[src/rtl/rmq_pkg.sv]
// types and constants shared by the rotation matrix to quaternion pipeline
package rmq_pkg;

  localparam int FRAC_BITS  = 14;
  localparam int GUARD_BITS = 11;
  localparam int IN_W       = 16;
  localparam int EXT_W      = 19;
  localparam int MAG_W      = 17;
  localparam int SQ_W       = 2 * MAG_W;
  localparam int N_W        = SQ_W + 2;
  localparam int X_W        = N_W + 2 * GUARD_BITS;
  localparam int ROOT_W     = X_W / 2;
  localparam int SQ_REM_W   = ROOT_W + 3;
  localparam int Q_W        = 16;
  localparam int SCALE_SH   = FRAC_BITS + GUARD_BITS;
  localparam int DIV_D_W    = MAG_W + SCALE_SH + 1;
  localparam int DV_REM_W   = ROOT_W + 1;

  typedef struct packed {
    logic signed [IN_W-1:0] rot_00;
    logic signed [IN_W-1:0] rot_01;
    logic signed [IN_W-1:0] rot_02;
    logic signed [IN_W-1:0] rot_10;
    logic signed [IN_W-1:0] rot_11;
    logic signed [IN_W-1:0] rot_12;
    logic signed [IN_W-1:0] rot_20;
    logic signed [IN_W-1:0] rot_21;
    logic signed [IN_W-1:0] rot_22;
  } in_t;

  typedef struct packed {
    logic signed [Q_W-1:0] quat_w;
    logic signed [Q_W-1:0] quat_x;
    logic signed [Q_W-1:0] quat_y;
    logic signed [Q_W-1:0] quat_z;
    logic                  invalid;
  } out_t;

  typedef struct packed {
    logic [3:0][MAG_W-1:0] mag;
    logic [3:0]            neg;
    logic                  invalid;
  } comp_t;

endpackage

[src/rtl/rmq_sqrt.sv]
// pipelined digit-by-digit integer square root of the scaled squared norm
module rmq_sqrt (
  input  logic                        clk_i,
  input  logic                        rst_ni,
  input  logic                        in_valid_i,
  output logic                        in_ready_o,
  input  rmq_pkg::comp_t              in_comp_i,
  input  logic [rmq_pkg::N_W-1:0]     in_n_i,
  output logic                        out_valid_o,
  input  logic                        out_ready_i,
  output rmq_pkg::comp_t              out_comp_o,
  output logic [rmq_pkg::ROOT_W-1:0]  out_root_o
);
  import rmq_pkg::*;

  localparam int SQ_STEPS  = 4;
  localparam int SQ_STAGES = (ROOT_W + SQ_STEPS - 1) / SQ_STEPS;

  typedef struct packed {
    logic [X_W-1:0]      x;
    logic [SQ_REM_W-1:0] rem;
    logic [ROOT_W-1:0]   root;
    comp_t               comp;
  } sq_st_t;

  sq_st_t st_in [SQ_STAGES];
  sq_st_t st_d  [SQ_STAGES];
  sq_st_t st_q  [SQ_STAGES];
  logic [SQ_STAGES-1:0] vin;
  logic [SQ_STAGES-1:0] vld_q;
  logic [SQ_STAGES:0]   rdy;

  assign rdy[SQ_STAGES] = out_ready_i;
  assign in_ready_o = rdy[0];

  for (genvar s = 0; s < SQ_STAGES; s++) begin : g_stage
    assign rdy[s] = !vld_q[s] || rdy[s+1];

    if (s == 0) begin : g_first
      assign vin[s]         = in_valid_i;
      assign st_in[s].x     = {in_n_i, (2 * GUARD_BITS)'(0)};
      assign st_in[s].rem   = '0;
      assign st_in[s].root  = '0;
      assign st_in[s].comp  = in_comp_i;
    end else begin : g_next
      assign vin[s]   = vld_q[s-1];
      assign st_in[s] = st_q[s-1];
    end

    always_comb begin
      sq_st_t cur;
      logic [SQ_REM_W-1:0] t;
      logic [SQ_REM_W-1:0] trial;
      cur = st_in[s];
      t = '0;
      trial = '0;
      for (int j = 0; j < SQ_STEPS; j++) begin
        if (s * SQ_STEPS + j < ROOT_W) begin
          t = {cur.rem[SQ_REM_W-3:0], cur.x[X_W-1 -: 2]};
          trial = {1'b0, cur.root, 2'b01};
          cur.x = cur.x << 2;
          if (t >= trial) begin
            cur.rem  = t - trial;
            cur.root = {cur.root[ROOT_W-2:0], 1'b1};
          end else begin
            cur.rem  = t;
            cur.root = {cur.root[ROOT_W-2:0], 1'b0};
          end
        end
      end
      st_d[s] = cur;
    end

    always_ff @(posedge clk_i or negedge rst_ni) begin
      if (!rst_ni) begin
        vld_q[s] <= 1'b0;
      end else if (rdy[s]) begin
        vld_q[s] <= vin[s];
      end
    end

    always_ff @(posedge clk_i) begin
      if (rdy[s]) st_q[s] <= st_d[s];
    end
  end

  assign out_valid_o = vld_q[SQ_STAGES-1];
  assign out_comp_o  = st_q[SQ_STAGES-1].comp;
  assign out_root_o  = st_q[SQ_STAGES-1].root;

endmodule

[config.mk]
export PLATFORM = sky130hd
export DESIGN_NAME = rmq_sqrt
export DESIGN_NICKNAME = d
export VERILOG_FILES = /design/src/rtl/rmq_pkg.sv /design/src/rtl/rmq_sqrt.sv
export SDC_FILE = /design/constraint.sdc
export NUM_CORES = 2
export LEC_CHECK = 0
export BUFFER_PORTS_ARGS = -buffer_cell sky130_fd_sc_hd__buf_2
export CAP_MARGIN = 20
export CELL_PAD_IN_SITES_DETAIL_PLACEMENT = 1
export CELL_PAD_IN_SITES_GLOBAL_PLACEMENT = 1
export CORE_MARGIN = 4
export CORE_UTILIZATION = 50
export CTS_CLUSTER_SIZE = 30
export DETAILED_ROUTE_END_ITERATION = 10
export PLACE_DENSITY_LB_ADDON = 0.1
export SLEW_MARGIN = 10
export SYNTH_ARGS = -nofsm -noshare
export SYNTH_HDL_FRONTEND = slang
export SYNTH_SLANG_ARGS = --single-unit
[constraint.sdc]
create_clock -name clk_i -period 26.2 [get_ports clk_i]
set_input_delay 5.24 -clock clk_i [delete_from_list [all_inputs] [get_ports clk_i]]
set_output_delay 5.24 -clock clk_i [all_outputs]
set_load 0.01 [all_outputs]
==> flow_metrics.tcl <==
set metrics [dict create \
    grt_max_degree 122 \
    required_ns 26.64 \
    coreArea_um2 126000 \
    h-tree-depth 3 \
    multi_input_area_um2 31700 \
    fp.dieH_um 365 \
    drcViolationCount 0 \
    rows 130 \
    synth.most_common_cell "edfxtp_1" \
    routed_wl_um 193000 \
    gp_congestion 0.924 \
    synth_edf_count 996 \
    dp_hpwl_um 151000 \
    hp-start "st_q[0][47]$_DFFE_PP_" \
    regArea_um2 30100 \
    synth_area_um2 63600 \
    numCtsBuffers 100 \
    setup_tns_ns 0 \
    ff2ff_setup_slack_ns 9.24 \
    timing.final.crit_period_ns 16.96 \
    via_per_inst 6.14 \
    cpMostUsedCell "a21oi_1" \
    worstPathArrival_ns 17.40 \
    hold_path_class "register to register" \
    setup_viol 0 \
    postCtsHoldBufs 0 \
    start_kind "register" \
    synthDistinctLibCells 117 \
    root_buffer "clkbuf_16" \
    ys_seq_area_share_pct 47.3 \
    power_density_nw_per_um2 112 \
    post_cts_resized 0 \
    fin_crit_sh_pct 64.7 \
    antenna_found_initial 28 \
    port_buffers 216 \
    synth_area_leaders "edfxtp_1 47%, ha_1 8.6%, xnor2_1 4.5%, a21oi_1 3.7%, o21ai_0 3.1%" \
    fin_nets 6873 \
    dominantRegCellSynth "edfxtp_1" \
    clock_latency_ns 0.75 \
    cap_violations 0 \
    clock_path_buffers 3 \
    skew_ns 0.0877 \
    worst-path-buf-inv 11 \
    drtIter0Drc 3486 \
    slowest_delay_ns 0.55 \
    yosysTopAreaCell "edfxtp_1" \
    worst_pin_slew_ns 1.08 \
    fill_cells 13700 \
    critical-path-top-delay-family "compound AO/OA/AOI/OAI gates" \
    max_freq_mhz 59.0 \
    peakVddDrop_v 0.0000673 \
    ios 217 \
    area_growth_pct 9.75 \
    hold_end "st_q[0][237]$_DFFE_PP_" \
    cp-end-kind "register" \
    hold_viol 0 \
    die_width_um 365 \
    r2r_cells 63 \
    vias 49400 \
    slew_headroom_pct 28.1 \
    avgRoutedWirePerCell_um 23.9 \
    grt_pass1_vias 50600 \
    async_reset_ff_share_pct 0.797 \
    r2r-start "st_q[1][293]$_DFFE_PP_" \
    min_path_cells 0 \
    start_util_pct 50.5 \
    crit_path_top_delay_cell "a211oi_1" \
    clkTransAtPathRegs_ns 0.06 \
    post_synth_inst_count 6114 \
    cts.sinks 1004 \
    fin_util_pct 55.4 \
    grt_pass1_wl_um 299000 \
    synth_commonest_cells "996 x edfxtp_1, 514 x nand2_1, 465 x a21oi_1, 439 x ha_1, 400 x nor2_1" \
    drtPass1Iterations 8 \
    synth_top_area_share_pct 47.0 \
    grtUsageTotal_pct 28.7 \
    ant_nets 0 \
    p_leak_nw 28.0 \
    die-area_um2 133000 \
    syn_area_per_cell_um2 10.4 \
    ys_ff_latch 1004 \
    ys.warnings.count 0 \
    status "complete, no violations" \
    cts_tree "yes" \
    path_class "register to register" \
    cts_setup_buffers 0 \
    drive_gt1_share_pct 9.41 \
    slew_violations 0 \
    overflow 0 \
    crit_path_max_fanout 50 \
    regToRegEndpoint "st_q[1][495]$_DFFE_PP_" \
    rsz0062_at_grt "no" \
]
[state kept, by name (all words and copies together) (netlist names)]
signal	count
out_valid_o	1
st_q	996
vin	7
[cells in the final DEF (no fill, tap or decap), types with 21 or more instances in the layout]
cell type	netlist	routed
edfxtp_1	996	996
nand2_1	514	511
a21oi_1	465	465
ha_1	439	439
nor2_1	400	398
o21ai_0	393	393
xnor2_1	327	327
inv_1	323	321
buf_2	19	216
xor2_1	201	201
a21o_1	178	178
nor3_1	163	163
nand3_1	147	144
clkbuf_16	0	100
nand4_1	84	84
nand2b_1	83	83
mux2_2	79	79
o21a_1	71	71
o21bai_1	69	69
nor2b_1	62	61
o31ai_1	61	61
nor4_1	60	60
or3_1	55	55
and2_1	55	55
o211ai_1	51	51
a211oi_1	45	45
a31oi_1	45	45
or2_2	42	42
buf_4	3	42
and3_1	38	38
and4_1	25	25
a21boi_0	25	25
clkinv_1	2	24
nor3b_1	24	24
mux2i_1	24	24
clkinv_2	0	22
or4_1	21	21
[routing by layer]
| layer | vias to the layer above | GRT usage [%] | routed length (um) |
|---|---|---|---|
| met5 | - | 0 | 13 |
| met4 | 2 | 7.93 | 5040 |
| met3 | 274 | 3.15 | 8540 |
| met2 | 1115 | 49.1 | 93500 |
| met1 | 24700 | 38.9 | 85600 |
| li1 | 23400 | - | - |
[area by class of cell]
cell class                      count  area share (%)
Multi-Input combinational cell   4616            45.4
Sequential cell                  1004            43.1
Clock buffer                      117            3.68
Tap cell                         1650            2.96
Timing Repair Buffer              261            2.09
Inverter                          332            1.79
Clock inverter                     66           0.939
Antenna cell                        8          0.0287
[power breakdown]
part / switching, W / total (W) / internal, W
Combinational: 0.00240 / 0.00385 / 0.00145
Clock: 0.000634 / 0.00140 / 0.000768
Sequential: 0.000260 / 0.00258 / 0.00232
[kinds of logic (layout without fill, tap and decap cells)]
| kind of cell | count (synthesis) | count (layout) | synth area share, % |
|---|---|---|---|
| AND/OR/NAND/NOR | 1861 | 1861 | 14.7 |
| AO/OA/AOI/OAI | 1674 | 1674 | 17.0 |
| flip-flops | 1004 | 1004 | 47.3 |
| XOR/XNOR | 528 | 528 | 7.27 |
| buffers and inverters | 495 | 776 | 3.00 |
| adder cells (fa/ha/maj) | 445 | 445 | 8.82 |
| multiplexers | 106 | 106 | 1.83 |
| other | 1 | 10 | 0.00589 |
[stage by stage]
step / instance area, um2 / power [W] / std cells / hold slack [ns] / worst slack [ns]
after floorplan: 63600 / 0.00526 / 6115 / 0.400 / 4.68
after detailed placement: 66500 / 0.00635 / 7861 / 0.405 / 9.13
after global routing: 69800 / 0.00835 / 8054 / 0.371 / 7.69
after global placement: 66500 / 0.00618 / 7861 / 0.400 / 9.87
final: 69800 / 0.00783 / 8054 / 0.373 / 9.24
after CTS: 69800 / 0.00780 / 8044 / 0.369 / 8.82
[worst max path at each step]
stage / to / cells past startpoint / start
3_5_place_dp: st_q[1][495]$_DFFE_PP_ / 61 / st_q[1][293]$_DFFE_PP_
6_report: st_q[1][495]$_DFFE_PP_ / 63 / st_q[1][293]$_DFFE_PP_
2_1_floorplan: in_ready_o / 6 / out_ready_i
3_3_place_gp: st_q[1][303]$_DFFE_PP_ / 61 / st_q[1][103]$_DFFE_PP_
5_1_grt: st_q[1][303]$_DFFE_PP_ / 61 / st_q[1][103]$_DFFE_PP_
4_1_cts: st_q[1][495]$_DFFE_PP_ / 61 / st_q[1][293]$_DFFE_PP_
[worst reg2reg max path, delay by kind of cell (launching register included)]
kind	cells	cell delay, ns
fa+ha+maj	6	1.94
simple gates	13	3.01
buf+inv	11	2.49
mux	1	0.32
flops	1	0.47
compound gates	32	8.49
Power figures use the tool's default switching activity.
