--- config.mk ---
export PLATFORM = sky130hd
export DESIGN_NAME = rmq_prep
export DESIGN_NICKNAME = d
export VERILOG_FILES = /design/src/rtl/rmq_pkg.sv /design/src/rtl/rmq_prep.sv
export SDC_FILE = /design/constraint.sdc
export NUM_CORES = 2
export LEC_CHECK = 0
export BUFFER_PORTS_ARGS = -buffer_cell sky130_fd_sc_hd__buf_4
export CORE_MARGIN = 2
export CORE_UTILIZATION = 29
export CTS_CLUSTER_DIAMETER = 150
export DETAILED_ROUTE_END_ITERATION = 8
export PLACE_DENSITY = 0.46
export SLEW_MARGIN = 20
export SYNTH_ARGS = -nofsm -noshare
export SYNTH_HDL_FRONTEND = slang
export SYNTH_SLANG_ARGS = --single-unit
--- constraint.sdc ---
create_clock -name clk_i -period 8.77 [get_ports clk_i]
set_clock_uncertainty 0.15 [all_clocks]
set_input_delay 1.754 -clock clk_i [delete_from_list [all_inputs] [get_ports clk_i]]
set_output_delay 1.754 -clock clk_i [all_outputs]
set_load 0.02 [all_outputs]
--- src/rtl/rmq_pkg.sv ---
// types and constants shared by the rotation matrix to quaternion pipeline
package rmq_pkg;

  localparam int FRAC_BITS  = 14;
  localparam int GUARD_BITS = 11;
  localparam int IN_W       = 16;
  localparam int EXT_W      = 19;
  localparam int MAG_W      = 17;
  localparam int SQ_W       = 2 * MAG_W;
  localparam int N_W        = SQ_W + 2;
  localparam int X_W        = N_W + 2 * GUARD_BITS;
  localparam int ROOT_W     = X_W / 2;
  localparam int SQ_REM_W   = ROOT_W + 3;
  localparam int Q_W        = 16;
  localparam int SCALE_SH   = FRAC_BITS + GUARD_BITS;
  localparam int DIV_D_W    = MAG_W + SCALE_SH + 1;
  localparam int DV_REM_W   = ROOT_W + 1;

  typedef struct packed {
    logic signed [IN_W-1:0] rot_00;
    logic signed [IN_W-1:0] rot_01;
    logic signed [IN_W-1:0] rot_02;
    logic signed [IN_W-1:0] rot_10;
    logic signed [IN_W-1:0] rot_11;
    logic signed [IN_W-1:0] rot_12;
    logic signed [IN_W-1:0] rot_20;
    logic signed [IN_W-1:0] rot_21;
    logic signed [IN_W-1:0] rot_22;
  } in_t;

  typedef struct packed {
    logic signed [Q_W-1:0] quat_w;
    logic signed [Q_W-1:0] quat_x;
    logic signed [Q_W-1:0] quat_y;
    logic signed [Q_W-1:0] quat_z;
    logic                  invalid;
  } out_t;

  typedef struct packed {
    logic [3:0][MAG_W-1:0] mag;
    logic [3:0]            neg;
    logic                  invalid;
  } comp_t;

endpackage

--- src/rtl/rmq_prep.sv ---
// branch select, component magnitudes, squares and squared norm (three stages)
module rmq_prep (
  input  logic                       clk_i,
  input  logic                       rst_ni,
  input  logic                       in_valid_i,
  output logic                       in_ready_o,
  input  rmq_pkg::in_t               in_data_i,
  output logic                       out_valid_o,
  input  logic                       out_ready_i,
  output rmq_pkg::comp_t             out_comp_o,
  output logic [rmq_pkg::N_W-1:0]    out_n_o
);
  import rmq_pkg::*;

  logic [2:0] vld_q;
  logic en_a, en_b, en_c;

  comp_t a_d, a_q;
  comp_t b_q;
  logic [3:0][SQ_W-1:0] sq_d, sq_q;
  comp_t c_d, c_q;
  logic [N_W-1:0] n_d, n_q;

  logic signed [EXT_W-1:0] r [9];
  logic signed [EXT_W-1:0] v [4];
  logic signed [EXT_W-1:0] trace, av, one, absv;

  assign en_c = !vld_q[2] || out_ready_i;
  assign en_b = !vld_q[1] || en_c;
  assign en_a = !vld_q[0] || en_b;
  assign in_ready_o = en_a;

  always_comb begin
    r[0] = EXT_W'(in_data_i.rot_00);
    r[1] = EXT_W'(in_data_i.rot_01);
    r[2] = EXT_W'(in_data_i.rot_02);
    r[3] = EXT_W'(in_data_i.rot_10);
    r[4] = EXT_W'(in_data_i.rot_11);
    r[5] = EXT_W'(in_data_i.rot_12);
    r[6] = EXT_W'(in_data_i.rot_20);
    r[7] = EXT_W'(in_data_i.rot_21);
    r[8] = EXT_W'(in_data_i.rot_22);
    one = EXT_W'(1) <<< FRAC_BITS;
    trace = r[0] + r[4] + r[8];
    av = one;
    if (trace > 0) begin
      v[0] = trace + one;
      v[1] = r[7] - r[5];
      v[2] = r[2] - r[6];
      v[3] = r[3] - r[1];
    end else if (r[0] > r[4] && r[0] > r[8]) begin
      av = one + r[0] - r[4] - r[8];
      v[0] = r[7] - r[5];
      v[1] = av;
      v[2] = r[1] + r[3];
      v[3] = r[2] + r[6];
    end else if (r[4] > r[8]) begin
      av = one + r[4] - r[0] - r[8];
      v[0] = r[2] - r[6];
      v[1] = r[1] + r[3];
      v[2] = av;
      v[3] = r[5] + r[7];
    end else begin
      av = one + r[8] - r[0] - r[4];
      v[0] = r[3] - r[1];
      v[1] = r[2] + r[6];
      v[2] = r[5] + r[7];
      v[3] = av;
    end
    absv = '0;
    for (int i = 0; i < 4; i++) begin
      absv = v[i][EXT_W-1] ? -v[i] : v[i];
      a_d.mag[i] = absv[MAG_W-1:0];
      a_d.neg[i] = v[i][EXT_W-1];
    end
    a_d.invalid = (av <= 0);
  end

  always_comb begin
    for (int i = 0; i < 4; i++) begin
      sq_d[i] = a_q.mag[i] * a_q.mag[i];
    end
  end

  always_comb begin
    n_d = N_W'(sq_q[0]) + N_W'(sq_q[1]) + N_W'(sq_q[2]) + N_W'(sq_q[3]);
    c_d = b_q;
    c_d.invalid = b_q.invalid || (n_d == '0);
  end

  always_ff @(posedge clk_i or negedge rst_ni) begin
    if (!rst_ni) begin
      vld_q <= '0;
    end else begin
      if (en_a) vld_q[0] <= in_valid_i;
      if (en_b) vld_q[1] <= vld_q[0];
      if (en_c) vld_q[2] <= vld_q[1];
    end
  end

  always_ff @(posedge clk_i) begin
    if (en_a) a_q <= a_d;
    if (en_b) begin
      b_q  <= a_q;
      sq_q <= sq_d;
    end
    if (en_c) begin
      c_q <= c_d;
      n_q <= n_d;
    end
  end

  assign out_valid_o = vld_q[2];
  assign out_comp_o  = c_q;
  assign out_n_o     = n_q;

endmodule

==> impl_metrics.json <==
{
  "routed_via_density": 4.75,
  "clock_path_buffers": 3,
  "numCtsBuffers": 52,
  "io_pins": 259,
  "drtIter0Drc": 2749,
  "cts_tree": "yes",
  "grt_max_degree": 163,
  "crit_start": "a_q[59]$_DFFE_PP_",
  "chipWidth_um": 469,
  "min_from": "b_q[69]$_DFFE_PP_",
  "core_um2": 215000,
  "cp_num_buf_inv": 5,
  "synth_top_family_by_area": "adder cells",
  "arrival_ns": 8.04,
  "crit_type": "reg2reg",
  "syn2layout_area_growth_pct": 11.8,
  "wl_met1_mm": 88.6,
  "highest_layer": "met5",
  "grt_pass1_vias": 48100,
  "postCtsHoldBufs": 0,
  "synth-seq-cells": 386,
  "htreeDepth": 2,
  "root_buffer": "clkbuf_16",
  "synth-edff-count": 383,
  "synth_compound_area_share_pct": 10.3,
  "grt_pass1_wl_mm": 303,
  "status": "finished clean",
  "ys_dominant_reg_cell": "edfxtp_1",
  "finalWirelength_mm": 201,
  "dieArea_um2": 220000,
  "required_ns": 9.07,
  "ys_seq_area_share_pct": 18.5,
  "nets": 8488,
  "synthDistinctLibCells": 110,
  "globalplace.congestion": 0.961,
  "synth.avg_cell_area_um2": 9.74,
  "drv_cap": 0,
  "cp_top_family": "adder cells",
  "vias": 45400,
  "cts.reportedPaths.clkPinSlew_ns": 0.07,
  "post_drt_wl_per_cell_um": 21.1,
  "wl_met3_mm": 7.47,
  "drc_errors": 0,
  "end_kind": "flop",
  "path_max_fanout": 18,
  "synth_area_um2": 62700,
  "worstSkewPairLatency_ns": 0.70,
  "syn_inst": 6434,
  "grt_use_total_pct": 18.4,
  "io_buffers": 258,
  "path_common_cell": "fa_1",
  "synth_fa_ha_area_share_pct": 44.3,
  "start_util_pct": 29.2,
  "start_kind": "flop",
  "slew-limit-headroom_pct": 25.5,
  "hold_path.class": "reg2reg",
  "antenna_left": 0,
  "fin_crit_sh_pct": 88.3,
  "setup_viol": 0,
  "met2_length_mm": 97.8,
  "post_cts_buffers": 0,
  "gr-total-overflow": 0,
  "cts_resized": 0,
  "post-dp-hpwl_mm": 173,
  "drtPass1Iterations": 5,
  "fmax_mhz": 129,
  "synth_mux_area_share_pct": 0.927,
  "finalHoldViolations": 0,
  "reg2reg_from": "a_q[59]$_DFFE_PP_",
  "yosysWarningCount": 0,
  "rsz0062_at_grt": "false",
  "rows": 170,
  "critPathSlowestCell": "edfxtp_1",
  "fp.dieH_um": 469,
  "tns_ns": 0,
  "synth-xor-area-share_pct": 5.12,
  "final_layout_size_suffix_gt1_share_pct": 8.20,
  "antenna_found_initial": 21,
  "fin_crit_ns": 7.74,
  "async_reset_ff_share_pct": 0.777,
  "cts.sinks": 386,
  "cpPeakStageDelay_ns": 0.92,
  "yosys.area_share.simple_pct": 11.5,
  "final_max_slew_viol_count": 0,
  "worst_pin_slew_ns": 1.10
}
-- registers in the layout, summed over array words and instances, names as in the netlist --
signal,cells
out_comp_o,73
out_n_o,36
sq_q,128
a_q,73
vld_q,3
b_q,73
-- cells by family (layout without fill, tap and decap cells) --
kind of cell               count (synthesis)  after routing
AOI/OAI and AO/OA                        964            964
xor gates and xnor gates                 366            366
buffers and inverters                   1528           1798
muxes                                     56             56
adders and majority gates               1679           1679
other                                      2              8
DFF                                      386            386
and+or+nand+nor                         1453           1453
-- metal layers --
| layer | GRT usage (%) | vias up |
|---|---|---|
| li1 | - | 21300 |
| met4 | 6.11 | 22 |
| met3 | 1.87 | 245 |
| met5 | 0 | - |
| met2 | 31.7 | 871 |
| met1 | 24.0 | 23000 |
-- path summary, 6_finish.rpt --
| path | to | slack [ns] | cells past startpoint |
|---|---|---|---|
| min in group asynchronous | vld_q[0]$_DFFE_PN0P_ | 0.68 | 1 |
| max reg2reg | sq_q[131]$_DFFE_PP_ | 1.03 | 25 |
| min reg2reg | out_comp_o[69]$_DFFE_PP_ | 0.26 | 0 |
| min | out_comp_o[69]$_DFFE_PP_ | 0.26 | 0 |
| max | sq_q[131]$_DFFE_PP_ | 1.03 | 25 |
| max in group asynchronous | vld_q[1]$_DFFE_PN0P_ | 7.70 | 1 |
-- Yosys cell counts (29+ instances only) --
cell,number,share of area (%)
o21a_1,35,0.42
clkbuf_1,117,0.70
nand3_1,69,0.55
nand2_1,477,2.9
mux2i_1,40,0.64
o21bai_1,43,0.52
nor2b_1,64,0.64
and2_1,227,2.3
fa_1,901,29
nor2_1,275,1.6
o21ai_0,155,1.2
nand2b_1,43,0.43
or2_2,29,0.29
a21o_1,109,1.3
ha_1,778,16
xnor2_1,282,3.9
inv_1,1351,8.1
nor3_1,88,0.70
a31oi_1,49,0.49
and3_1,39,0.39
buf_2,31,0.25
a21oi_1,275,2.2
a211oi_1,36,0.43
xor2_1,84,1.2
edfxtp_1,383,18
-- worst reg2reg max path: stages (launching register included) --
cell and delay [ns]:
edfxtp_1 0.92, nand2_1 0.24, fa_1 0.54, inv_1 0.05, fa_1 0.53, inv_1 0.05, fa_1 0.39, inv_1 0.08
fa_1 0.43, fa_1 0.55, inv_1 0.05, fa_1 0.47, inv_1 0.04, ha_1 0.32, and3_1 0.25, and3_1 0.23
and3_1 0.18, o311ai_0 0.10, a31oi_1 0.20, o41ai_1 0.54, o2111ai_1 0.25, a31oi_1 0.37, nor2b_1 0.08, o21ai_0 0.21
nor2b_1 0.19, xnor2_1 0.08
-- metrics by stage --
step | cell area (um^2) | hold slack (ns) | utilization [%] | instances | setup slack (ns)
6_report | 70000 | 0.258 | 32.6 | 9548 | 1.03
5_1_grt | 70000 | 0.271 | 32.6 | 9545 | 0.605
4_1_cts | 70000 | 0.254 | 32.6 | 9543 | 0.959
3_5_place_dp | 68100 | 0.255 | 31.7 | 9445 | 0.967
3_3_place_gp | 68100 | 0.253 | 31.7 | 9445 | 1.03
2_1_floorplan | 62700 | 0.250 | - | 6435 | 0.330
-- layout by cell type, fill, tap and decap left out, types with 36 or more instances in the layout --
cell type / n
xnor2_1: 282
ha_1: 778
fa_1: 901
clkbuf_16: 52
nand2b_1: 42
buf_4: 341
edfxtp_1: 383
nand3_1: 69
nand2_1: 477
nor3_1: 88
and2_1: 227
a31oi_1: 49
o21bai_1: 43
nor2b_1: 64
a21oi_1: 275
inv_1: 1351
nor2_1: 274
a211oi_1: 36
mux2i_1: 40
a21o_1: 109
xor2_1: 84
o21ai_0: 155
and3_1: 39
-- layout make-up --
class	instances	area [um^2]
fillers	22000	145000
multi-input cells	4521	45200
flip-flops and latches	386	11600
inverters	1355	5090
well taps	2838	3550
repair buffers	345	2640
clock buffers	57	1320
clock inverters	41	603
diodes	5	12.5
Power is not shown: default switching activity piles up to over one toggle a cycle in this logic, so the estimate is an artifact.
